$ cat src/wav_hdr_pkg.sv
// types, tags and codes shared by the wav header parser
package wav_hdr_pkg;

  localparam int unsigned POS_BITS_DEF = 34;

  // four-character codes, first file byte in the top byte
  localparam logic [31:0] TAG_RIFF = 32'h5249_4646;
  localparam logic [31:0] TAG_WAVE = 32'h5741_5645;
  localparam logic [31:0] TAG_FMT  = 32'h666D_7420;
  localparam logic [31:0] TAG_DATA = 32'h6461_7461;

  localparam logic [5:0] MIN_FILE_LEN  = 6'd44;
  localparam logic [3:0] WALK_START    = 4'd12;
  localparam logic [4:0] FMT_CAP_LEN   = 5'd16;
  localparam int unsigned FMT_BITS_OFS = 14;
  localparam logic [15:0] FMT_PCM      = 16'd1;

  // chunk walk phases
  localparam logic [1:0] PH_HEADER    = 2'd0;
  localparam logic [1:0] PH_BODY_CHK  = 2'd1;
  localparam logic [1:0] PH_BODY_FREE = 2'd2;

  // result kinds
  localparam logic KIND_PCM    = 1'b0;
  localparam logic KIND_REPORT = 1'b1;

  typedef struct packed {
    logic [7:0] file_byte;
    logic       final_byte;
  } wav_hdr_in_t;

  typedef struct packed {
    logic        item_kind;
    logic [7:0]  pcm_byte;
    logic        parse_ok;
    logic [15:0] channel_count;
    logic [31:0] sample_rate;
    logic [15:0] sample_bits;
    logic [15:0] block_align;
    logic [31:0] byte_rate;
    logic [31:0] payload_size;
    logic        run_end;
  } wav_hdr_out_t;

  // character idx of a four-character code
  function automatic logic [7:0] tag_char(input logic [31:0] tag, input logic [1:0] idx);
    logic [7:0] c;
    begin
      case (idx)
        2'd0:    c = tag[31:24];
        2'd1:    c = tag[23:16];
        2'd2:    c = tag[15:8];
        default: c = tag[7:0];
      endcase
      return c;
    end
  endfunction

endpackage

$ cat src/wav_header_chunk_parser_core.sv
// wav header check, chunk walk, pcm word stream and final report
// every byte but the last is accepted back to back, one per cycle while the output is
// not stalled; a pcm word appears in the output register the cycle after its byte is accepted
// the last byte starts a report sequence on one shared 32x16 multiplier:
// two passes (block align, byte rate) and then the report load, which waits for a
// free output; no byte is taken meanwhile
// synchronous active-low reset clears control state; captured fmt bytes are not reset
module wav_header_chunk_parser_core #(
  parameter int unsigned POSITION_BITS = wav_hdr_pkg::POS_BITS_DEF
) (
  input  logic                     clk,
  input  logic                     rst_n,
  input  logic                     in_valid,
  output logic                     in_stall,
  input  wav_hdr_pkg::wav_hdr_in_t  in_data,
  output logic                     out_valid,
  input  logic                     out_stall,
  output wav_hdr_pkg::wav_hdr_out_t out_data
);
  import wav_hdr_pkg::*;

  localparam logic [1:0] ST_IDLE   = 2'd0;
  localparam logic [1:0] ST_MUL_A  = 2'd1;
  localparam logic [1:0] ST_MUL_B  = 2'd2;
  localparam logic [1:0] ST_REPORT = 2'd3;

  logic [1:0]               state_r, state_nxt;
  logic [POSITION_BITS-1:0] pos_r, pos_nxt;
  logic [1:0]               phase_r, phase_nxt;
  logic [2:0]               idx_r, idx_nxt;
  logic [31:0]              tag_r, tag_nxt;
  logic [31:0]              len_r, len_nxt;
  logic [32:0]              remain_r, remain_nxt;
  logic                     magic_r, magic_nxt;
  logic                     fmt_found_r, fmt_found_nxt;
  logic                     data_found_r, data_found_nxt;
  logic                     in_pay_r, in_pay_nxt;
  logic [4:0]               cap_r, cap_nxt;
  logic [31:0]              pay_len_r, pay_len_nxt;
  logic                     ok_pre_r, ok_pre_nxt;
  logic [31:0]              prod_r, prod_nxt;
  logic [15:0]              ba_r, ba_nxt;
  logic                     out_valid_r, out_valid_nxt;
  wav_hdr_out_t             out_word_r, out_word_nxt;
  logic [7:0]               fmt_bytes_r [16];

  logic        accept;
  logic        out_free;
  logic        out_load;
  logic        fmt_wr;
  logic [7:0]  b;
  logic [32:0] remain_dec;
  logic        fail;
  logic [15:0] fmt_tag;
  logic [15:0] ch;
  logic [31:0] rate;
  logic [15:0] bits;
  logic        ok_fin;
  logic [31:0] mul_a;
  logic [15:0] mul_b;
  logic [47:0] mul_p;

  assign out_free  = !out_valid_r || !out_stall;
  assign in_stall  = !((state_r == ST_IDLE) && out_free);
  assign accept    = in_valid && !in_stall;
  assign b         = in_data.file_byte;
  assign out_valid = out_valid_r;
  assign out_data  = out_word_r;

  assign fmt_tag = {fmt_bytes_r[1], fmt_bytes_r[0]};
  assign ch      = {fmt_bytes_r[3], fmt_bytes_r[2]};
  assign rate    = {fmt_bytes_r[7], fmt_bytes_r[6], fmt_bytes_r[5], fmt_bytes_r[4]};
  assign bits    = {fmt_bytes_r[FMT_BITS_OFS+1], fmt_bytes_r[FMT_BITS_OFS]};
  assign ok_fin  = ok_pre_r && (fmt_tag == FMT_PCM) && (ch != '0) && (rate != '0)
                   && (bits != '0);

  // shared multiplier: channels*bits first, then rate*block align
  assign mul_a = (state_r == ST_MUL_A) ? {16'd0, ch} : rate;
  assign mul_b = (state_r == ST_MUL_A) ? bits : prod_r[18:3];
  assign mul_p = mul_a * mul_b;

  always_comb begin
    state_nxt      = state_r;
    pos_nxt        = pos_r;
    phase_nxt      = phase_r;
    idx_nxt        = idx_r;
    tag_nxt        = tag_r;
    len_nxt        = len_r;
    remain_nxt     = remain_r;
    magic_nxt      = magic_r;
    fmt_found_nxt  = fmt_found_r;
    data_found_nxt = data_found_r;
    in_pay_nxt     = in_pay_r;
    cap_nxt        = cap_r;
    pay_len_nxt    = pay_len_r;
    ok_pre_nxt     = ok_pre_r;
    prod_nxt       = prod_r;
    ba_nxt         = ba_r;
    out_word_nxt   = out_word_r;
    out_load       = 1'b0;
    fmt_wr         = 1'b0;
    remain_dec     = remain_r;
    fail           = 1'b0;

    unique case (state_r)
      ST_IDLE: begin
        if (accept) begin
          if (pos_r < POSITION_BITS'(4)) begin
            if (b != tag_char(TAG_RIFF, pos_r[1:0])) magic_nxt = 1'b0;
          end else if ((pos_r >= POSITION_BITS'(8)) && (pos_r < POSITION_BITS'(WALK_START))) begin
            if (b != tag_char(TAG_WAVE, pos_r[1:0])) magic_nxt = 1'b0;
          end

          if (cap_r < FMT_CAP_LEN) begin
            fmt_wr  = 1'b1;
            cap_nxt = cap_r + 5'd1;
          end

          if (pos_r >= POSITION_BITS'(WALK_START)) begin
            if (phase_r != PH_HEADER) begin
              if (in_pay_r) begin
                out_load               = 1'b1;
                out_word_nxt           = '0;
                out_word_nxt.item_kind = KIND_PCM;
                out_word_nxt.pcm_byte  = b;
                out_word_nxt.run_end   = !in_data.final_byte;
              end
              if (remain_r != '0) remain_dec = remain_r - 33'd1;
              remain_nxt = remain_dec;
              // pad byte is not payload
              if (remain_dec <= {32'd0, len_r[0]}) in_pay_nxt = 1'b0;
              if (remain_dec == '0) begin
                phase_nxt = PH_HEADER;
                idx_nxt   = '0;
              end
            end else begin
              if (!idx_r[2]) tag_nxt = {tag_r[23:0], b};
              else           len_nxt = {b, len_r[31:8]};
              idx_nxt = idx_r + 3'd1;
              if (idx_r == 3'd7) begin
                if ((tag_nxt == TAG_FMT) && !fmt_found_r) begin
                  fmt_found_nxt = 1'b1;
                  cap_nxt       = '0;
                end
                if ((tag_nxt == TAG_DATA) && !data_found_r) begin
                  data_found_nxt = 1'b1;
                  pay_len_nxt    = len_nxt;
                  in_pay_nxt     = (len_nxt != '0);
                end
                remain_nxt = {1'b0, len_nxt} + 33'(len_nxt[0]);
                if (remain_nxt == '0) phase_nxt = PH_HEADER;
                else if (!(fmt_found_r && data_found_r)) phase_nxt = PH_BODY_CHK;
                else phase_nxt = PH_BODY_FREE;
              end
            end
          end

          if (pos_r != '1) pos_nxt = pos_r + POSITION_BITS'(1);

          if (in_data.final_byte) begin
            fail = (phase_nxt == PH_BODY_CHK) && (remain_nxt > {32'd0, len_nxt[0]});
            ok_pre_nxt = (pos_nxt >= POSITION_BITS'(MIN_FILE_LEN)) && magic_nxt
                         && fmt_found_nxt && data_found_nxt && !fail
                         && (cap_nxt == FMT_CAP_LEN);
            state_nxt = ST_MUL_A;
          end
        end
      end
      ST_MUL_A: begin
        prod_nxt  = mul_p[31:0];
        state_nxt = ST_MUL_B;
      end
      ST_MUL_B: begin
        ba_nxt    = prod_r[18:3];
        prod_nxt  = mul_p[31:0];
        state_nxt = ST_REPORT;
      end
      ST_REPORT: begin
        if (out_free) begin
          out_load               = 1'b1;
          out_word_nxt           = '0;
          out_word_nxt.item_kind = KIND_REPORT;
          out_word_nxt.parse_ok  = ok_fin;
          out_word_nxt.run_end   = 1'b1;
          if (ok_fin) begin
            out_word_nxt.channel_count = ch;
            out_word_nxt.sample_rate   = rate;
            out_word_nxt.sample_bits   = bits;
            out_word_nxt.block_align   = ba_r;
            out_word_nxt.byte_rate     = prod_r;
            out_word_nxt.payload_size  = pay_len_r;
          end
          // back to the start of a new file
          pos_nxt        = '0;
          phase_nxt      = PH_HEADER;
          idx_nxt        = '0;
          tag_nxt        = '0;
          len_nxt        = '0;
          remain_nxt     = '0;
          magic_nxt      = 1'b1;
          fmt_found_nxt  = 1'b0;
          data_found_nxt = 1'b0;
          in_pay_nxt     = 1'b0;
          cap_nxt        = FMT_CAP_LEN;
          pay_len_nxt    = '0;
          state_nxt      = ST_IDLE;
        end
      end
      default: state_nxt = ST_IDLE;
    endcase

    if (out_load)        out_valid_nxt = 1'b1;
    else if (!out_stall) out_valid_nxt = 1'b0;
    else                 out_valid_nxt = out_valid_r;
  end

  always_ff @(posedge clk) begin
    if (!rst_n) begin
      state_r      <= ST_IDLE;
      pos_r        <= '0;
      phase_r      <= PH_HEADER;
      idx_r        <= '0;
      tag_r        <= '0;
      len_r        <= '0;
      remain_r     <= '0;
      magic_r      <= 1'b1;
      fmt_found_r  <= 1'b0;
      data_found_r <= 1'b0;
      in_pay_r     <= 1'b0;
      cap_r        <= FMT_CAP_LEN;
      pay_len_r    <= '0;
      ok_pre_r     <= 1'b0;
      out_valid_r  <= 1'b0;
    end else begin
      state_r      <= state_nxt;
      pos_r        <= pos_nxt;
      phase_r      <= phase_nxt;
      idx_r        <= idx_nxt;
      tag_r        <= tag_nxt;
      len_r        <= len_nxt;
      remain_r     <= remain_nxt;
      magic_r      <= magic_nxt;
      fmt_found_r  <= fmt_found_nxt;
      data_found_r <= data_found_nxt;
      in_pay_r     <= in_pay_nxt;
      cap_r        <= cap_nxt;
      pay_len_r    <= pay_len_nxt;
      ok_pre_r     <= ok_pre_nxt;
      out_valid_r  <= out_valid_nxt;
    end
  end

  always_ff @(posedge clk) begin
    prod_r     <= prod_nxt;
    ba_r       <= ba_nxt;
    out_word_r <= out_word_nxt;
  end

  always_ff @(posedge clk) begin
    if (fmt_wr) fmt_bytes_r[cap_r[3:0]] <= in_data.file_byte;
  end

endmodule

$ cat config.mk
export PLATFORM = sky130hd
export DESIGN_NAME = wav_header_chunk_parser_core
export DESIGN_NICKNAME = d
export VERILOG_FILES = /design/src/wav_hdr_pkg.sv /design/src/wav_header_chunk_parser_core.sv
export SDC_FILE = /design/constraint.sdc
export NUM_CORES = 2
export LEC_CHECK = 0
export ABC_AREA = 1
export BUFFER_PORTS_ARGS = -buffer_cell sky130_fd_sc_hd__buf_2
export CAP_MARGIN = 30
export CELL_PAD_IN_SITES_DETAIL_PLACEMENT = 0
export CELL_PAD_IN_SITES_GLOBAL_PLACEMENT = 1
export CORE_MARGIN = 2
export CORE_UTILIZATION = 43
export CTS_CLUSTER_SIZE = 20
export DETAILED_ROUTE_END_ITERATION = 8
export HOLD_SLACK_MARGIN = 0.06
export PLACE_DENSITY = 0.88
export SYNTH_ARGS = -nofsm -noshare
export SYNTH_HDL_FRONTEND = slang
export SYNTH_SLANG_ARGS = --single-unit
$ cat constraint.sdc
create_clock -name clk -period 14.1 [get_ports clk]
set_input_delay 1.41 -clock clk [delete_from_list [all_inputs] [get_ports clk]]
set_output_delay 1.41 -clock clk [all_outputs]
set_load 0.005 [all_outputs]
# Yosys cells after proc, flatten, opt, wreduce, memory -nomap -nowiden

Memories as Yosys holds them, arrays and structs flattened.
Index checks and enable logic that the tools add are counted.

Add/subtract/negate cells: 5
Eq/ne operators: 28
Muxes and demuxes: 140
Multipliers: 1
Reduce and logical (&&, ||, !) cells: 44
$lt $le $gt $ge: 8

Operators with widths:

| cell                    | number |
|---|---|
| $mux W32                | 25 |
| $mux W155               | 5 |
| $mux W33                | 12 |
| $pmux W155 S2           | 1 |
| $pmux W32 S2            | 3 |
| $mux W34                | 5 |
| $mux W144               | 1 |
| $ge A34 B4 Y1 const B   | 2 |
| $pmux W34 S2            | 1 |
| $logic_not A33 Y1       | 2 |
| $pmux W33 S2            | 1 |
| $eq A32 B31 Y1 const B  | 2 |
| $reduce_bool A32 Y1     | 2 |
| $mux W8                 | 7 |
| $mux W5                 | 9 |
| $mux W1                 | 41 |
| $add A34 B1 Y34 const B | 1 |
| $ge A34 B6 Y1 const B   | 1 |
| $lt A34 B3 Y1 const B   | 1 |
| $lt A34 B4 Y1 const B   | 1 |
| $ne A34 B34 Y1 const B  | 1 |
| $add A32 B1 Y33         | 1 |
| $gt A33 B1 Y1           | 1 |
| $le A33 B1 Y1           | 1 |
| 36 further kinds        | 99 |

Bits in registers: 384
Output and inout port bits: 157
Word-level logic and storage cells: 255
Memories kept: 1
Memory bits (writable): 128

Memory list:

| memory      | words | bits a word | rd ports | clocked after Yosys merged registers in | wr ports | line                               | text |
|---|---|---|---|---|---|---|---|
| fmt_bytes_r | 16    | 8           | 10       | 0                                       | 1        | wav_header_chunk_parser_core.sv:45 | `logic [7:0] fmt_bytes_r [16];` |

# Longest topological paths before layout

Word-level depth: 19
Gate-level depth with buffers: 35
Depth with buffers taken out: 31

# Worst setup path before layout

Ideal clock, no wire load.

Kind: input port to flip-flop
Start point: input out_stall
End point: register out_word_r (netlist bit out_data[0]) (enable)
Library setup time: 0.898 ns
Data arrival time: 13.095 ns
Path slack: 0.107 ns
Stages on the path: 5
Required time: 13.202 ns
Cells stage by stage: nand2_1 > o21ai_0 > nand2_1 > inv_1 > a211oi_1

Longest elaborated chain between the ends: 6

RTL lines:

| element                                | line                                | text |
|---|---|---|
| start, declared                        | wav_header_chunk_parser_core.sv:17  | `input logic out_stall,` |
| $logic_not A1 Y1 (*)                   | n/a                                 |  |
| $logic_or A1 B1 Y1 (*)                 | wav_header_chunk_parser_core.sv:63  | `assign out_free = !out_valid_r \|\| !out_stall;` |
| $logic_and A1 B1 Y1                    | wav_header_chunk_parser_core.sv:64  | `assign in_stall = !((state_r == ST_IDLE) && out_free);` |
| $logic_and A1 B1 Y1                    | wav_header_chunk_parser_core.sv:65  | `assign accept = in_valid && !in_stall;` |
| $ne A2 B2 Y1 (no source line)          | n/a                                 |  |
| $reduce_and A6 Y1 (no source line) (*) | n/a                                 |  |
| end signal, assigned                   | wav_header_chunk_parser_core.sv:256 | `out_word_r <= out_word_nxt;` |
| end, declared                          | wav_header_chunk_parser_core.sv:44  | `wav_hdr_out_t out_word_r, out_word_nxt;` |

Every way passes the cells marked *; elsewhere a longest branch is shown, timed or not.
A chain may end at the register's enable or synchronous reset.

# Final worst setup path

Start point: register state_r[1]
End point: register prod_r[30] (data pin)

Longest elaborated chain between the ends: 3

RTL lines:

| element                                     | line                                                                   | text |
|---|---|---|
| start, declared                             | wav_header_chunk_parser_core.sv:27                                     | `logic [1:0] state_r, state_nxt;` |
| start signal, assigned                      | wav_header_chunk_parser_core.sv:235                                    | `state_r <= state_nxt;` |
| $eq A2 B1 Y1 (*)                            | wav_header_chunk_parser_core.sv:78, wav_header_chunk_parser_core.sv:79 |  |
| $mux W32 / $mux W16 (equally long branches) | wav_header_chunk_parser_core.sv:78, wav_header_chunk_parser_core.sv:79 |  |
| $mul A32 B16 Y32 (*)                        | wav_header_chunk_parser_core.sv:80                                     | `assign mul_p = mul_a * mul_b;` |
| named net mul_p[30]                         | wav_header_chunk_parser_core.sv:61                                     | `logic [47:0] mul_p;` |
| end signal, assigned                        | wav_header_chunk_parser_core.sv:254                                    | `prod_r <= prod_nxt;` |
| end, declared                               | wav_header_chunk_parser_core.sv:41                                     | `logic [31:0] prod_r, prod_nxt;` |

The timed path passes the listed nets; every way through them passes the cells marked *.

==> results.yml <==
run_status:
  outcome: "complete, no violations"
floorplanning:
  die_area_um2: 83600
  initial_utilization_pct: 43.4
  ioPinCount: 170
  die_w_um: 289
  rows: 104
  die_h_um: 289
  core_um2: 80500
critical_path:
  crit_type: "reg -> reg"
  cp.arrival_ns: 8.81
  endpoint_kind: "register"
  critPathLaunchType: "register"
  crit_slowest_cell: "a21oi_1"
  cp_common_cell: "fa_1"
  critPathBufInv: 6
  path_max_fanout: 62
  worstPathRequired_ns: 14.47
  critPathTopFamily: "adder cells"
  slowest_delay_ns: 0.77
global_route:
  grtUsageMet1_pct: 36.1
  grt_max_degree: 89
  antenna_found_initial: 3
  gr-total-overflow: 0
  met2_usage_pct: 46.2
  grtUsageMet3_pct: 4.23
  grt_pass1_vias: 29800
  busiest_layer: "met2"
  grt_use_total_pct: 27.5
  grt_first_pass_wirelength_mm: 175
drt:
  drc: 0
  drtAntennaViolNets: 0
  wirelength_mm: 114
  first_iter_violations: 2695
  viasPerCell: 5.29
  num_vias: 30000
  firstDrtPassIters: 6
  post_drt_wl_per_cell_um: 20.0
cts:
  cts_made_buffers: 54
  cts_tree: "yes"
  cts_sinks: 464
  cts_resized: 0
  postCtsSetupBuffers: 0
  cts.path.max_buffers: 3
  hold_buffers: 0
  cts_root_buf: "clkbuf_16"
  insertion_delay_ns: 0.64
  clkTransAtPathRegs_ns: 0.06
  cts-htree-levels: 2
place:
  dpl.hpwl_mm: 87.0
  io_buffers: 169
  routabilityCongestion: 0.986
timing:
  final-setup-viol-count: 0
  tns_ns: 0
  fin_crit_sh_pct: 59.8
  fin_skew_ns: 0.0413
  clock.fmax_ghz: 0.119
  tightestPinTransition_ns: 1.08
  min_period_ns: 8.44
  slew_headroom_pct: 27.7
  slew_viol_final: 0
  rsz0062_at_grt: "false"
  hold_viol: 0
synthesis:
  synth-seq-area-share_pct: 34.7
  synth_edf_count: 283
  ys.flop_type: "edfxtp_1"
  postSynthAreaPerCell_um2: 7.84
  ys_seq_elements: 464
  mappedNetlistArea_um2: 34900
  synth_area_leaders: "edfxtp_1 24%, fa_1 17%, nand2_1 12%"
  ys_async_sr_fraction_pct: 0
  synth_warnings: 0
  synth.top_cell.area_share_pct: 24.3
  synth_area_leader_cell: "edfxtp_1"
  syn_inst: 4458
  synth_nets: 4862
  synth_cell_types: 57
finish:
  area_growth_pct: 10.6
  n_fill_cell: 8020
  final_layout_size_suffix_gt1_share_pct: 8.03
  layout_common_cells: "1115 x nand2_1, 733 x inv_1, 644 x nor2_1, 304 x fa_1, 283 x edfxtp_1"
  antenna_cells: 0
  final_common_cell: "nand2_1"
  nNetsFinal: 4981
hold_path:
  hold_class: "reg -> reg"
run:
  cap_violations: 0
-- path summary, 6_finish.rpt --
path / start / end / slack [ns] / cells past startpoint
worst min register to register: prod_r[15] / ba_r[12] / 0.45 / 0
worst max-delay path: state_r[1] / prod_r[30] / 5.66 / 26
worst max register to register: state_r[1] / prod_r[30] / 5.66 / 26
worst min-delay path: prod_r[15] / ba_r[12] / 0.45 / 0
-- metrics by stage --
stage               util (%)  hold WS [ns]  worst slack [ns]  cell area, um^2  std cells
floorplan                  -         0.421             0.107            34900       4458
global placement        45.7         0.435              5.60            36800       5571
detailed placement      45.8         0.439              5.72            36900       5579
CTS                     47.9         0.446              5.68            38600       5677
global route            48.0         0.473              5.08            38600       5679
finish                  48.0         0.446              5.66            38600       5679
-- area by class of cell --
cell class	count	area [um^2]	area share, %
multi-input combinational	3078	19300	49.9
sequential	464	12100	31.4
inverter	750	2830	7.32
clock buffer	69	1430	3.69
timing repair buffer	229	1370	3.54
tap	1060	1330	3.43
clock inverter	29	274	0.709
-- registers in the layout, indices dropped and copies added (netlist names) --
signal / count
out_data: 155
fmt_bytes_r: 80
pos_r: 34
remain_r: 33
len_r: 32
pay_len_r: 32
prod_r: 32
tag_r: 32
ba_r: 16
cap_r: 5
idx_r: 3
phase_r: 2
state_r: 2
data_found_r: 1
fmt_found_r: 1
in_pay_r: 1
magic_r: 1
ok_pre_r: 1
out_valid: 1
-- routing by layer --
| metal | wire length (um) | share of wire (%) | vias to the layer above |
|---|---|---|---|
| li1 | - | - | 14200 |
| met1 | 47500 | 42 | 14500 |
| met2 | 54000 | 47 | 1104 |
| met5 | 8 | 0.0070 | - |
| met3 | 8360 | 7.3 | 215 |
| met4 | 3900 | 3.4 | 2 |
-- synth_stat cells (all sizes together), types with 2 or more instances --
cell type / n
a21oi: 259
buf: 41
o41ai: 2
a211oi: 39
inv: 744
nand2: 1124
nand3: 151
clkinv: 6
or2: 6
o21ai: 165
xnor2: 45
dfxtp: 181
clkbuf: 125
edfxtp: 283
nor3: 27
o22ai: 4
fa: 304
nand3b: 9
nor3b: 3
o21a: 3
nor4: 40
o21bai: 3
a31oi: 2
o31ai: 3
a21o: 2
ha: 87
a21boi: 3
xor2: 54
nor2: 664
o211ai: 7
nand4: 63
-- kinds of logic after synthesis --
kind of cell               after synthesis  synth area share, %
AOI/OAI and AO/OA                      497                 7.76
buffers and inverters                  916                 10.2
xor gates and xnor gates                99                 2.48
DFF                                    464                 34.7
adders and majority gates              391                 20.5
and+or+nand+nor                       2091                 24.3
Power is left out: the tool's default activity adds up to more than one toggle a clock period on the data nets, which glitch-free logic cannot reach.
